**src/hdl/alert_cooldown_fsm_top_assert.svh**
```systemverilog
// ----------------------------------------------------------------------------
// alert_cooldown_fsm_top_assert
// assertion macros shared by the alert cooldown rtl
// ----------------------------------------------------------------------------
// all checks are clocked on clk and disabled while rst_n is low
`ifndef ALERT_COOLDOWN_FSM_TOP_ASSERT_SVH
`define ALERT_COOLDOWN_FSM_TOP_ASSERT_SVH

// antecedent and consequent in the same cycle
`define ACF_ASSERT_SAME(label, ante, cons) \
    label: assert property (@(posedge clk) disable iff (!rst_n) (ante) |-> (cons)) \
        else $error("alert cooldown check failed");

// consequent in the cycle after the antecedent
`define ACF_ASSERT_NEXT(label, ante, cons) \
    label: assert property (@(posedge clk) disable iff (!rst_n) (ante) |=> (cons)) \
        else $error("alert cooldown check failed");

`endif

```
**src/hdl/acf_pkg.sv**
```systemverilog
// ----------------------------------------------------------------------------
// acf_pkg
// codes, widths and register reset values of the alert cooldown block
// ----------------------------------------------------------------------------
package acf_pkg;

    localparam int unsigned TIME_W    = 32;
    localparam int unsigned ACTION_W  = 2;
    localparam int unsigned KIND_W    = 2;
    localparam int unsigned CFG_IDX_W = 2;

    // padded beat widths
    localparam int unsigned S_TDATA_W = 40;
    localparam int unsigned M_TDATA_W = 72;

    // action codes
    localparam logic [ACTION_W-1:0] ACT_TRIGGER = 2'd0;
    localparam logic [ACTION_W-1:0] ACT_UPDATE  = 2'd1;
    localparam logic [ACTION_W-1:0] ACT_MUTE    = 2'd2;

    // requested alert kinds
    localparam logic [KIND_W-1:0] KIND_SMOKE = 2'd1;
    localparam logic [KIND_W-1:0] KIND_DOOR  = 2'd2;

    // register indexes
    localparam logic [CFG_IDX_W-1:0] REG_COOLDOWN   = 2'd0;
    localparam logic [CFG_IDX_W-1:0] REG_SMOKE_DUR  = 2'd1;
    localparam logic [CFG_IDX_W-1:0] REG_DOOR_DUR   = 2'd2;

    localparam logic [TIME_W-1:0] COOLDOWN_RST  = 32'd5000;
    localparam logic [TIME_W-1:0] SMOKE_DUR_RST = 32'd2000;
    localparam logic [TIME_W-1:0] DOOR_DUR_RST  = 32'd1200;

endpackage

```
**src/hdl/alert_cooldown_fsm_top.sv**
```systemverilog
// ----------------------------------------------------------------------------
// alert_cooldown_fsm_top
// none / smoke / doorbell alert machine with per-kind trigger cooldown
// ----------------------------------------------------------------------------
// an input beat passes the input register, then the result register, as a result beat
// throughput: one beat per cycle unless the result stream stalls; the state update
// is a single pass of 32-bit subtract and compare between the input and result registers
// reset: rst_n clears the alert state, start and last-trigger times, mute flag
// and loads the registers with cooldown 5000, smoke 2000, doorbell 1200
`include "alert_cooldown_fsm_top_assert.svh"

module alert_cooldown_fsm_top
(
    input  logic                               clk,
    input  logic                               rst_n,

    input  logic                               s_axis_tvalid,
    output logic                               s_axis_tready,
    // alert_type[1:0], now_ms[33:2], mute_value[34], zero pad [39:35]
    input  logic [acf_pkg::S_TDATA_W-1:0]      s_axis_tdata,
    // action[1:0]
    input  logic [acf_pkg::ACTION_W-1:0]       s_axis_tuser,

    output logic                               m_axis_tvalid,
    input  logic                               m_axis_tready,
    // alert_state[1:0], elapsed_ms[33:2], alert_start_ms[65:34],
    // muted_flag[66], zero pad [71:67]
    output logic [acf_pkg::M_TDATA_W-1:0]      m_axis_tdata,

    input  logic                               cfg_valid,
    output logic                               cfg_ready,
    input  logic [acf_pkg::CFG_IDX_W-1:0]      cfg_index,
    input  logic [acf_pkg::TIME_W-1:0]         cfg_data
);

    typedef enum logic [1:0]
    {
        ST_NONE  = 2'd0,
        ST_SMOKE = 2'd1,
        ST_DOOR  = 2'd2
    } alert_t;

    // configuration
    logic [acf_pkg::TIME_W-1:0] cooldown_reg;
    logic [acf_pkg::TIME_W-1:0] smoke_dur_reg;
    logic [acf_pkg::TIME_W-1:0] door_dur_reg;

    // input stage
    logic                         in_valid_reg;
    logic [acf_pkg::ACTION_W-1:0] in_action_reg;
    logic [acf_pkg::KIND_W-1:0]   in_kind_reg;
    logic [acf_pkg::TIME_W-1:0]   in_now_reg;
    logic                         in_mute_reg;

    // machine state
    alert_t                     alert_reg;
    alert_t                     alert_next;
    logic [acf_pkg::TIME_W-1:0] start_reg;
    logic [acf_pkg::TIME_W-1:0] start_next;
    logic [acf_pkg::TIME_W-1:0] last_smoke_reg;
    logic [acf_pkg::TIME_W-1:0] last_smoke_next;
    logic [acf_pkg::TIME_W-1:0] last_door_reg;
    logic [acf_pkg::TIME_W-1:0] last_door_next;
    logic                       mute_reg;
    logic                       mute_next;

    // result stage
    logic                         out_valid_reg;
    logic [acf_pkg::M_TDATA_W-1:0] out_data_reg;
    logic [acf_pkg::M_TDATA_W-1:0] out_data_next;

    logic                       advance;
    logic [acf_pkg::TIME_W-1:0] since_last;
    logic [acf_pkg::TIME_W-1:0] since_start;
    logic [acf_pkg::TIME_W-1:0] elapsed;
    logic                       cooled;
    logic                       trig_ok;

    assign advance       = in_valid_reg && (!out_valid_reg || m_axis_tready);
    assign s_axis_tready = !in_valid_reg || advance;
    assign cfg_ready     = 1'b1;
    assign m_axis_tvalid = out_valid_reg;
    assign m_axis_tdata  = out_data_reg;

    always_ff @(posedge clk or negedge rst_n)
    begin
        if (!rst_n)
        begin
            cooldown_reg  <= acf_pkg::COOLDOWN_RST;
            smoke_dur_reg <= acf_pkg::SMOKE_DUR_RST;
            door_dur_reg  <= acf_pkg::DOOR_DUR_RST;
        end
        else if (cfg_valid)
        begin
            unique case (cfg_index)
                acf_pkg::REG_COOLDOWN:  cooldown_reg  <= cfg_data;
                acf_pkg::REG_SMOKE_DUR: smoke_dur_reg <= cfg_data;
                acf_pkg::REG_DOOR_DUR:  door_dur_reg  <= cfg_data;
                default: ;
            endcase
        end
    end

    always_ff @(posedge clk or negedge rst_n)
    begin
        if (!rst_n)
            in_valid_reg <= 1'b0;
        else if (s_axis_tready)
            in_valid_reg <= s_axis_tvalid;
    end

    always_ff @(posedge clk)
    begin
        if (s_axis_tvalid && s_axis_tready)
        begin
            in_action_reg <= s_axis_tuser;
            in_kind_reg   <= s_axis_tdata[1:0];
            in_now_reg    <= s_axis_tdata[33:2];
            in_mute_reg   <= s_axis_tdata[34];
        end
    end

    // trigger cooldown and update timeout checks, mute update and result beat packing
    always_comb
    begin
        since_last  = in_now_reg - ((in_kind_reg == acf_pkg::KIND_SMOKE) ?
                                    last_smoke_reg : last_door_reg);
        since_start = in_now_reg - start_reg;
        cooled      = (since_last >= cooldown_reg);
        trig_ok     = !mute_reg && (alert_reg == ST_NONE) && cooled &&
                      ((in_kind_reg == acf_pkg::KIND_SMOKE) ||
                       (in_kind_reg == acf_pkg::KIND_DOOR));

        alert_next      = alert_reg;
        start_next      = start_reg;
        last_smoke_next = last_smoke_reg;
        last_door_next  = last_door_reg;
        mute_next       = mute_reg;

        unique case (in_action_reg)
            acf_pkg::ACT_TRIGGER:
            begin
                if (trig_ok)
                begin
                    start_next = in_now_reg;
                    if (in_kind_reg == acf_pkg::KIND_SMOKE)
                    begin
                        alert_next      = ST_SMOKE;
                        last_smoke_next = in_now_reg;
                    end
                    else
                    begin
                        alert_next     = ST_DOOR;
                        last_door_next = in_now_reg;
                    end
                end
            end
            acf_pkg::ACT_UPDATE:
            begin
                if ((alert_reg == ST_SMOKE && since_start >= smoke_dur_reg) ||
                    (alert_reg == ST_DOOR && since_start >= door_dur_reg))
                    alert_next = ST_NONE;
            end
            acf_pkg::ACT_MUTE:
                mute_next = in_mute_reg;
            default: ;
        endcase

        elapsed       = in_now_reg - start_next;
        out_data_next = {5'd0, mute_next, start_next, elapsed, alert_next};
    end

    always_ff @(posedge clk or negedge rst_n)
    begin
        if (!rst_n)
        begin
            alert_reg      <= ST_NONE;
            start_reg      <= '0;
            last_smoke_reg <= '0;
            last_door_reg  <= '0;
            mute_reg       <= 1'b0;
            out_valid_reg  <= 1'b0;
            out_data_reg   <= '0;
        end
        else
        begin
            if (advance)
            begin
                alert_reg      <= alert_next;
                start_reg      <= start_next;
                last_smoke_reg <= last_smoke_next;
                last_door_reg  <= last_door_next;
                mute_reg       <= mute_next;
                out_valid_reg  <= 1'b1;
                out_data_reg   <= out_data_next;
            end
            else if (m_axis_tready)
                out_valid_reg <= 1'b0;
        end
    end

    // a muted trigger never changes the alert
    `ACF_ASSERT_NEXT(a_mute_blocks,
        advance && in_action_reg == acf_pkg::ACT_TRIGGER && mute_reg,
        alert_reg == $past(alert_reg))
    // a new alert records the trigger time as its start
    `ACF_ASSERT_NEXT(a_start_on_trigger,
        advance && alert_reg == ST_NONE && alert_next != ST_NONE,
        start_reg == $past(in_now_reg))
    // an active alert leaves only through an update
    `ACF_ASSERT_SAME(a_clear_by_update,
        alert_reg != ST_NONE && alert_next != alert_reg,
        in_action_reg == acf_pkg::ACT_UPDATE)

endmodule

```
**config.mk**
```make
export PLATFORM = sky130hd
export DESIGN_NAME = alert_cooldown_fsm_top
export DESIGN_NICKNAME = d
export VERILOG_FILES = /design/src/hdl/acf_pkg.sv /design/src/hdl/alert_cooldown_fsm_top.sv
export VERILOG_INCLUDE_DIRS = /design/src /design/src/hdl
export SDC_FILE = /design/constraint.sdc
export NUM_CORES = 1
export LEC_CHECK = 0
export ABC_AREA = 1
export BUFFER_PORTS_ARGS = -buffer_cell sky130_fd_sc_hd__buf_2
export CAP_MARGIN = 20
export CORE_ASPECT_RATIO = 0.9
export CORE_MARGIN = 1
export CORE_UTILIZATION = 45
export DETAILED_ROUTE_END_ITERATION = 12
export GPL_ROUTABILITY_DRIVEN = 1
export GPL_TIMING_DRIVEN = 0
export HOLD_SLACK_MARGIN = 0.06
export SLEW_MARGIN = 40
export SYNTH_ARGS = -nofsm -noshare
export SYNTH_HDL_FRONTEND = slang
export SYNTH_SLANG_ARGS = --single-unit
```
**constraint.sdc**
```tcl
create_clock -name clk -period 12.4 [get_ports clk]
set_input_delay 2.48 -clock clk [delete_from_list [all_inputs] [get_ports clk]]
set_output_delay 2.48 -clock clk [all_outputs]
set_load 0.005 [all_outputs]
```
==> flow_summary.json, run 1 <==
{
  "cts_tree": "built",
  "antenna_found_initial": 0,
  "synth_area_leaders": "dfrtp_1 31%, ha_1 13%, nand2_1 11%",
  "io_pins": 156,
  "tns_ns": 0,
  "h-tree-depth": 1,
  "fmax_ghz": 0.122,
  "path_common_cell": "nand2_1",
  "overflow": 0,
  "setup_ws_ns": 4.18,
  "status": "complete, no violations",
  "portBuffers": 144,
  "syn_to_final_growth_pct": 14.9,
  "final_cells": 2855,
  "vdd_drop_max_v": 0.000118,
  "nFillCells": 3737,
  "synth_edf_count": 37,
  "ys_types": 59,
  "synth_top_area_share": 0.305,
  "initialDrtViolationCount": 1097,
  "cp_slowest_stage_delay_ns": 0.66,
  "start_util": 0.457,
  "vias_per_cell": 5.24,
  "cts_buffers": 30,
  "worst_setup_path_end_kind": "register",
  "path_max_fanout": 10,
  "drive_gt1_frac": 0.139,
  "dieArea_um2": 39800,
  "dpl_worst_slack_ns": 4.35,
  "slew_headroom": 0.433,
  "grt_pass1_wl_um": 77800,
  "critPathKind": "register to register",
  "dpl.hpwl_um": 38700,
  "cpMaxStageDelayCell": "clkbuf_1",
  "setup_viol": 0,
  "yosysWarnings": 0,
  "async_reset_ff_frac": 0.861,
  "avgSynthCellArea_um2": 8.27,
  "period_share": 0.663,
  "route.detailed.drc": 0,
  "cts_resized": 0,
  "cts.sinks": 266,
  "hp-class": "register to register",
  "start_kind": "register",
  "wl_per_cell_um": 17.0,
  "final_period_minus_worst_setup_slack_ns": 8.22,
  "synth_area_um2": 17500,
  "final_area_um2": 20100,
  "grt_pass1_vias": 14700,
  "largest_reg_flops": 34,
  "synth_area_leader_cell": "dfrtp_1",
  "diodes": 0,
  "holdPathEnd": "last_door_reg[28]",
  "dp_cells": 2799,
  "synthTopCellsByCount": "503 x nand2_1, 278 x inv_1, 217 x o21ai_0, 214 x dfrtp_1, 189 x ha_1",
  "clk_path_buf_depth": 3,
  "die_h_um": 189,
  "p_total_mw": 4.59,
  "hold_buffers": 0,
  "worstHoldStart": "last_door_reg[28]",
  "rows": 68,
  "synth_cells": 2121,
  "hold_viol": 0,
  "worstSkewPairLatency_ns": 0.58,
  "cap_viol_max_count": 0,
  "slew_violations": 0,
  "r2r_cells": 39,
  "placedInstanceArea_um2": 19100,
  "first_pass_iters": 5,
  "synth-main-ff-cell": "dfrtp_1",
  "finClkSkew_ns": 0.0105,
  "hold_depth": 2,
  "wirelength_um": 48500,
  "cts_setup_buffers": 0,
  "grt_start_max_net_pins": 65,
  "worst_ep_arrival_time_ns": 8.66,
  "cp-startpoint": "in_kind_reg[1]",
  "cts.clk_slew.worst_paths_ns": 0.06,
  "synth_most_common_cell": "nand2_1",
  "worstMarginPinSlew_ns": 0.840,
  "leakage_nw": 9.99,
  "root_buffer": "clkbuf_16",
  "antenna_left": 0,
  "grt_util_all_layers": 0.247,
  "rsz0062_at_grt": "no",
  "reg2reg_to": "m_axis_tdata[18]",
  "regToRegSetupSlack_ns": 4.18,
  "core_um2": 38400,
  "vias": 14900,
  "crit_required_ns": 12.84,
  "regToRegStartpoint": "in_kind_reg[1]",
  "die_x_um": 210,
  "final_nets": 2579,
  "power_density_nw_per_um2": 228,
  "yosysSeqAreaShare": 0.391,
  "place_congestion": 0.886,
  "ys_ff_latch": 266
}
[worst max-delay path, delay by kind of cell, from the launching register on]
kind | cells | cell delay, ns
XOR/XNOR | 2 | 0.32
adder cells (fa/ha/maj) | 5 | 1.43
buffers and inverters | 7 | 2.07
flip-flops | 1 | 0.35
AO/OA/AOI/OAI | 10 | 1.59
multiplexers | 1 | 0.19
AND/OR/NAND/NOR | 14 | 2.09
[cell usage in the layout (no fill, tap or decap), drive strengths merged, types with 18 or more instances in the layout]
cell type	count
xnor2	25
nand3	62
clkbuf	84
nand2	513
buf	174
ha	189
xor2	55
nor3	18
a21oi	134
edfxtp	37
dfrtp	214
o21ai	297
inv	280
mux2i	30
nor2	77
[cells by family after synthesis]
family / synth area share
mux: 0.0184
fa+ha+maj: 0.138
compound gates: 0.168
simple gates: 0.165
buf+inv: 0.0788
xor+xnor: 0.0399
other cells: 0.000428
flops: 0.391
[final cells by class]
| type | count | area (um2) | area share |
|---|---|---|---|
| well taps | 525 | 657 | 0.0326 |
| inverters | 279 | 1050 | 0.0520 |
| clock buffers | 46 | 933 | 0.0463 |
| clock inverters | 10 | 140 | 0.00696 |
| multi-input cells | 1517 | 9310 | 0.462 |
| flip-flops and latches | 266 | 6860 | 0.341 |
| repair buffers | 149 | 861 | 0.0427 |
| plain buffers | 63 | 335 | 0.0166 |
[metal layers]
metal | vias to the layer above | share of wire | global-route usage
met3 | 65 | 0.042 | 0.0300
met5 | - | 0 | 0
li1 | 7422 | - | -
met4 | 0 | 0.019 | 0.0488
met2 | 317 | 0.46 | 0.412
met1 | 7143 | 0.47 | 0.346
[worst max path at each step]
stage / endpoint / cells past startpoint
finish: m_axis_tdata[18] / 39
global route: m_axis_tdata[29] / 40
CTS: m_axis_tdata[18] / 39
detailed placement: m_axis_tdata[31] / 41
global placement: m_axis_tdata[18] / 39
floorplan: m_axis_tdata[18] / 41
[power breakdown]
group          leakage (nW)  internal [mW]  switching [mW]  total, mW
combinational          6.30          0.941            1.47       2.42
sequential             3.17           1.09           0.134       1.22
clock                 0.518          0.580           0.374      0.953
[through the flow]
stage,hold WS (ns),util
final,0.479,0.525
after global routing,0.490,0.525
after CTS,0.482,0.525
after detailed placement,0.467,0.497
after global placement,0.464,0.493
after floorplan,0.451,-
Note: power is estimated with default switching activity, not from simulation.
==> run 2, diff against run 1 <==
Clock period 12.4 ns to 8.1 ns, I/O delays scaled along.
==> run 2 against run 1 <==
  * Register-to-register slack got worse by 3.5 ns
  * Count of clock-buffer cells in the layout did not move
  * Clock power rose by 53%
  * Non-clock buffer count shrank 1
  * Final area hardly changed
  * First-iteration DRC count fell by 3.2%
  * Final cell count hardly changed
  * Sequential cell count unchanged
  * Clock skew fell by 0.00085 ns
  * Wire length about the same
  * Critical endpoint unchanged
==> flow_summary.json, run 2 (synthesis results as in run 1) <==
{
  "grt_util_all_layers": 0.247,
  "dp_cells": 2799,
  "intPower_mw": 3.99,
  "tns_ns": 0,
  "io_pins": 156,
  "wl_per_cell_um": 17.0,
  "power_density_nw_per_um2": 349,
  "p_sw_mw": 3.04,
  "worstMarginPinSlew_ns": 0.835,
  "regToRegSetupSlack_ns": 0.65,
  "fmax_ghz": 0.134,
  "path_max_fanout": 10,
  "grt_pass1_vias": 14700,
  "regToRegStartpoint": "in_kind_reg[1]",
  "root_buffer": "clkbuf_16",
  "drive_gt1_frac": 0.141,
  "dieArea_um2": 39800,
  "hp-class": "register to register",
  "cts_tree": "built",
  "antenna_left": 0,
  "final_period_minus_worst_setup_slack_ns": 7.45,
  "start_kind": "register",
  "antenna_found_initial": 0,
  "critPathKind": "register to register",
  "slew_violations": 0,
  "core_um2": 38400,
  "largest_reg_flops": 34,
  "combPwrFrac": 0.527,
  "crit_required_ns": 8.54,
  "clk_path_buf_depth": 3,
  "diodes": 0,
  "r2r_cells": 38,
  "wirelength_um": 48500,
  "finClkSkew_ns": 0.00964,
  "die_x_um": 210,
  "reg2reg_to": "m_axis_tdata[18]",
  "first_pass_iters": 5,
  "grt_start_max_net_pins": 65,
  "worst_setup_path_end_kind": "register",
  "rows": 68,
  "cts.sinks": 266,
  "die_h_um": 189,
  "vias_per_cell": 5.24,
  "dpl.hpwl_um": 38700,
  "final_cells": 2854,
  "gr-usage-met1": 0.346,
  "p_total_mw": 7.03,
  "worst_ep_arrival_time_ns": 7.89,
  "syn_to_final_growth_pct": 15.0,
  "cp_num_cells": 38,
  "h-tree-depth": 1,
  "worstSkewPairLatency_ns": 0.58,
  "fin_util": 0.525,
  "sequentialPowerShare": 0.266,
  "vias": 15000,
  "cp-startpoint": "in_kind_reg[1]",
  "route.detailed.drc": 0,
  "rsz0062_at_grt": "no",
  "cpMaxStageDelayCell": "clkbuf_1",
  "use_met2": 0.412,
  "switching_share": 0.432,
  "hold_viol": 0,
  "path_buf_inv": 6,
  "cap_viol_max_count": 0,
  "final_nets": 2578,
  "initialDrtViolationCount": 1062,
  "place_congestion": 0.886,
  "status": "complete, no violations",
  "overflow": 0,
  "nFillCells": 3733,
  "path_common_cell": "nand2_1",
  "critical-path-top-delay-family": "compound AO/OA/AOI/OAI gates",
  "slew_headroom": 0.436,
  "cts_buffers": 30,
  "grt_busiest_layer": "met2",
  "multi_input_comb_area_um2": 9330,
  "vdd_drop_max_v": 0.000180,
  "setup_viol": 0,
  "grt_pass1_wl_um": 77800,
  "pwr-share-clk": 0.208,
  "grt_util_met3": 0.0300,
  "cp_slowest_stage_delay_ns": 0.46,
  "critical_path.endpoint": "m_axis_tdata[18]",
  "final_common_cell": "nand2_1",
  "start_util": 0.457,
  "seq_area_um2": 6860,
  "portBuffers": 144,
  "cts.clk_slew.worst_paths_ns": 0.06,
  "period_share": 0.919,
  "final_cell_mix": "503 x nand2_1, 277 x inv_1, 216 x o21ai_0",
  "leakage_nw": 10.0
}
## run 2: metal layers
| layer | up-vias | wire, um |
|---|---|---|
| met5 | - | 0 |
| li1 | 7421 | - |
| met1 | 7147 | 23100 |
| met3 | 65 | 2040 |
| met2 | 321 | 22500 |
| met4 | 0 | 940 |
## run 2: area by class of cell
class,instances,share of cell area
Buffer,62,0.0166
Clock buffer,46,0.0463
Clock inverter,10,0.00695
Inverter,279,0.0519
Multi-Input combinational cell,1517,0.463
Sequential cell,266,0.340
Tap cell,525,0.0326
Timing Repair Buffer,149,0.0427
## run 2: repair_timing
item,4_1_cts,5_1_grt
endpoints found under the setup margin,0,26
resized for setup,0,10
hold buffers,0,0
setup buffers,0,0
## run 2: through the flow
| step | hold WS [ns] | cell area [um2] | setup WS (ns) |
|---|---|---|---|
| 2_1_floorplan | 0.451 | 17600 | 1.81 |
| 3_3_place_gp | 0.464 | 18900 | 0.0645 |
| 3_5_place_dp | 0.467 | 19100 | 0.0531 |
| 4_1_cts | 0.482 | 20100 | 0.0101 |
| 5_1_grt | 0.490 | 20200 | 0.00847 |
| 6_report | 0.479 | 20200 | 0.653 |
## run 2: power by group through the flow
| stage | registers (mW) | logic (mW) | clock network [mW] |
|---|---|---|---|
| 5_1_grt | 1.90 | 4.22 | 1.55 |
| 6_report | 1.87 | 3.70 | 1.46 |
| 3_5_place_dp | 1.89 | 3.68 | 0 |
| 2_1_floorplan | 1.84 | 2.60 | 0 |
| 3_3_place_gp | 1.89 | 3.58 | 0 |
| 4_1_cts | 1.87 | 3.71 | 1.49 |
## run 2: worst min path at each step
stage	startpoint	cells past startpoint	slack, ns	endpoint
floorplan	last_door_reg[0]	2	0.45	last_door_reg[0]
global placement	last_door_reg[30]	2	0.46	last_door_reg[30]
detailed placement	m_axis_tdata[31]	2	0.47	m_axis_tdata[31]
CTS	last_door_reg[28]	2	0.48	last_door_reg[28]
global route	last_door_reg[28]	2	0.49	last_door_reg[28]
finish	m_axis_tdata[31]	2	0.48	m_axis_tdata[31]
## run 2: worst register-to-register path: cells and delay by family, from the launching register on
kind	cells	cell delay [ns]
buffers and inverters	6	1.24
AOI/OAI and AO/OA	12	1.97
muxes	1	0.27
xor gates and xnor gates	2	0.36
DFF	1	0.35
adders and majority gates	5	1.58
and+or+nand+nor	12	1.55
==> run 3, diff against run 2 <==
Settings changed: REMOVE_ABC_BUFFERS set to 1.
==> run 3 against run 2 <==
  * Clock skew grew 0.012 ns
  * Global-route usage shrank 0.98 points
  * First-iteration DRC count shrank 0.47%
  * Critical path type unchanged
  * Register-to-register slack is essentially flat
  * Final area shrank 1.1%
  * Fmax shrank 0.11%
  * Power shrank 0.58%
  * Core utilization shrank 0.60 points
  * Die area is the same
  * Largest cell class unchanged
==> flow_summary.json, run 3 (synthesis results as in run 1) <==
{
  "syn_to_final_growth_pct": 13.6,
  "io_pins": 156,
  "worst_setup_path_end_kind": "register",
  "wl_per_cell_um": 16.8,
  "vias": 14500,
  "rows": 68,
  "cpMaxStageDelayCell": "o21ai_0",
  "cp_slowest_stage_delay_ns": 0.57,
  "vias_per_cell": 5.20,
  "worstMarginPinSlew_ns": 1.15,
  "die_x_um": 210,
  "hp-class": "register to register",
  "nFillCells": 3698,
  "slew_violations": 0,
  "cts.clk_slew.worst_paths_ns": 0.06,
  "fmax_ghz": 0.134,
  "grt_pass1_wl_um": 74800,
  "grt_busiest_layer": "met1",
  "crit_required_ns": 8.56,
  "grt_util_all_layers": 0.238,
  "largest_reg_flops": 34,
  "grt_start_max_net_pins": 72,
  "clk_path_buf_depth": 3,
  "worstSkewPairLatency_ns": 0.58,
  "place_congestion": 0.884,
  "antenna_left": 0,
  "hold_viol": 0,
  "root_buffer": "clkbuf_16",
  "diodes": 0,
  "path_max_fanout": 33,
  "rsz0062_at_grt": "no",
  "dpl.hpwl_um": 36200,
  "final_period_minus_worst_setup_slack_ns": 7.46,
  "start_util": 0.457,
  "cap_viol_max_count": 0,
  "initialDrtViolationCount": 1057,
  "die_h_um": 189,
  "worst_ep_arrival_time_ns": 7.91,
  "h-tree-depth": 1,
  "cts.sinks": 266,
  "route.detailed.drc": 0,
  "power_density_nw_per_um2": 351,
  "first_pass_iters": 5,
  "vdd_drop_max_v": 0.000183,
  "drive_gt1_frac": 0.136,
  "final_common_cell": "nand2_1",
  "grt_util_met3": 0.0335,
  "leakage_nw": 9.87,
  "start_kind": "register",
  "status": "complete, no violations",
  "overflow": 0,
  "grt_pass1_vias": 13900,
  "setup_viol": 0,
  "core_um2": 38400,
  "critPathKind": "register to register",
  "final_cell_mix": "502 x nand2_1, 277 x inv_1, 217 x o21ai_0",
  "use_met2": 0.353,
  "finClkSkew_ns": 0.0220,
  "final_nets": 2522,
  "cts_buffers": 29,
  "dieArea_um2": 39800,
  "slew_headroom": 0.228,
  "path_common_cell": "nand2_1",
  "cts_tree": "built",
  "wirelength_um": 47000,
  "gr-usage-met1": 0.361,
  "antenna_found_initial": 0,
  "period_share": 0.920,
  "dpl_worst_slack_ns": 0.467,
  "setup_ws_ns": 0.644,
  "portBuffers": 144,
  "finalHoldWorstSlack_ns": 0.476
}
run 3: cell count changes in the layout (fill, tap and decap cells not counted), moves of 5 or more:
cell | previous run | this run
clkbuf_1 | 40 | 7
buf_2 | 153 | 143
buf_6 | 8 | 0
buf_12 | 1 | 8
buf_4 | 7 | 0
clkbuf_8 | 8 | 1
nand3_4 | 0 | 5
run 3: what timing repair did:
action / in CTS / in global routing
gates resized for setup: 0 / 1
setup endpoints to repair: 0 / 11
hold buffers: 0 / 0
buffers inserted: 0 / 0
run 3: where the power goes:
part	internal, mW	total [mW]	switching, mW	leakage [nW]
Combinational	1.44	3.74	2.30	6.22
Clock	0.817	1.38	0.566	0.483
Sequential	1.66	1.87	0.205	3.17
Total	3.92	6.99	3.07	9.87
run 3: final cells by class:
cell class	count	area, um2	area share
Timing Repair Buffer	155	973	0.0488
Sequential cell	266	6860	0.344
Clock buffer	38	791	0.0397
Inverter	279	1050	0.0527
Clock inverter	16	198	0.00992
Tap cell	525	657	0.0330
Multi-Input combinational cell	1518	9410	0.472
run 3: routing by layer:
metal  vias up  wire (um)  part of all wire
li1       7332          -                 -
met1      6816      24000              0.51
met2       324      19700              0.42
met3        63       2230             0.047
met4         0       1150             0.025
met5         -          0                 0
run 3: worst max-delay path: cells and delay by family, from the launching register on:
kind	cells	cell delay, ns
flip-flops	1	0.36
adder cells (fa/ha/maj)	6	1.90
XOR/XNOR	2	0.38
buffers and inverters	4	0.49
AND/OR/NAND/NOR	7	1.00
multiplexers	1	0.37
AO/OA/AOI/OAI	12	2.79
run 3: path summary, 6_finish.rpt:
check | startpoint | end | slack (ns) | depth (start not counted)
hold / removal | m_axis_tdata[28] | m_axis_tdata[28] | 0.48 | 2
min in group asynchronous | rst_n | door_dur_reg[0] | 0.93 | 1
hold reg to reg | m_axis_tdata[28] | m_axis_tdata[28] | 0.48 | 2
setup reg to reg | in_kind_reg[1] | m_axis_tdata[18] | 0.64 | 32
max in group asynchronous | rst_n | smoke_dur_reg[20] | 6.17 | 3
setup / recovery | in_kind_reg[1] | m_axis_tdata[18] | 0.64 | 32
run 3: stage by stage:
step | power [mW] | util | setup TNS (ns) | instance area [um2] | instances
finish | 6.99 | 0.519 | 0 | 19900 | 2797
global route | 7.65 | 0.519 | 0 | 19900 | 2797
CTS | 7.01 | 0.519 | 0 | 19900 | 2796
detailed placement | 5.59 | 0.493 | 0 | 18900 | 2742
global placement | 5.48 | 0.485 | -123.03 | 18600 | 2731
floorplan | 4.44 | - | 0 | 17200 | 2062
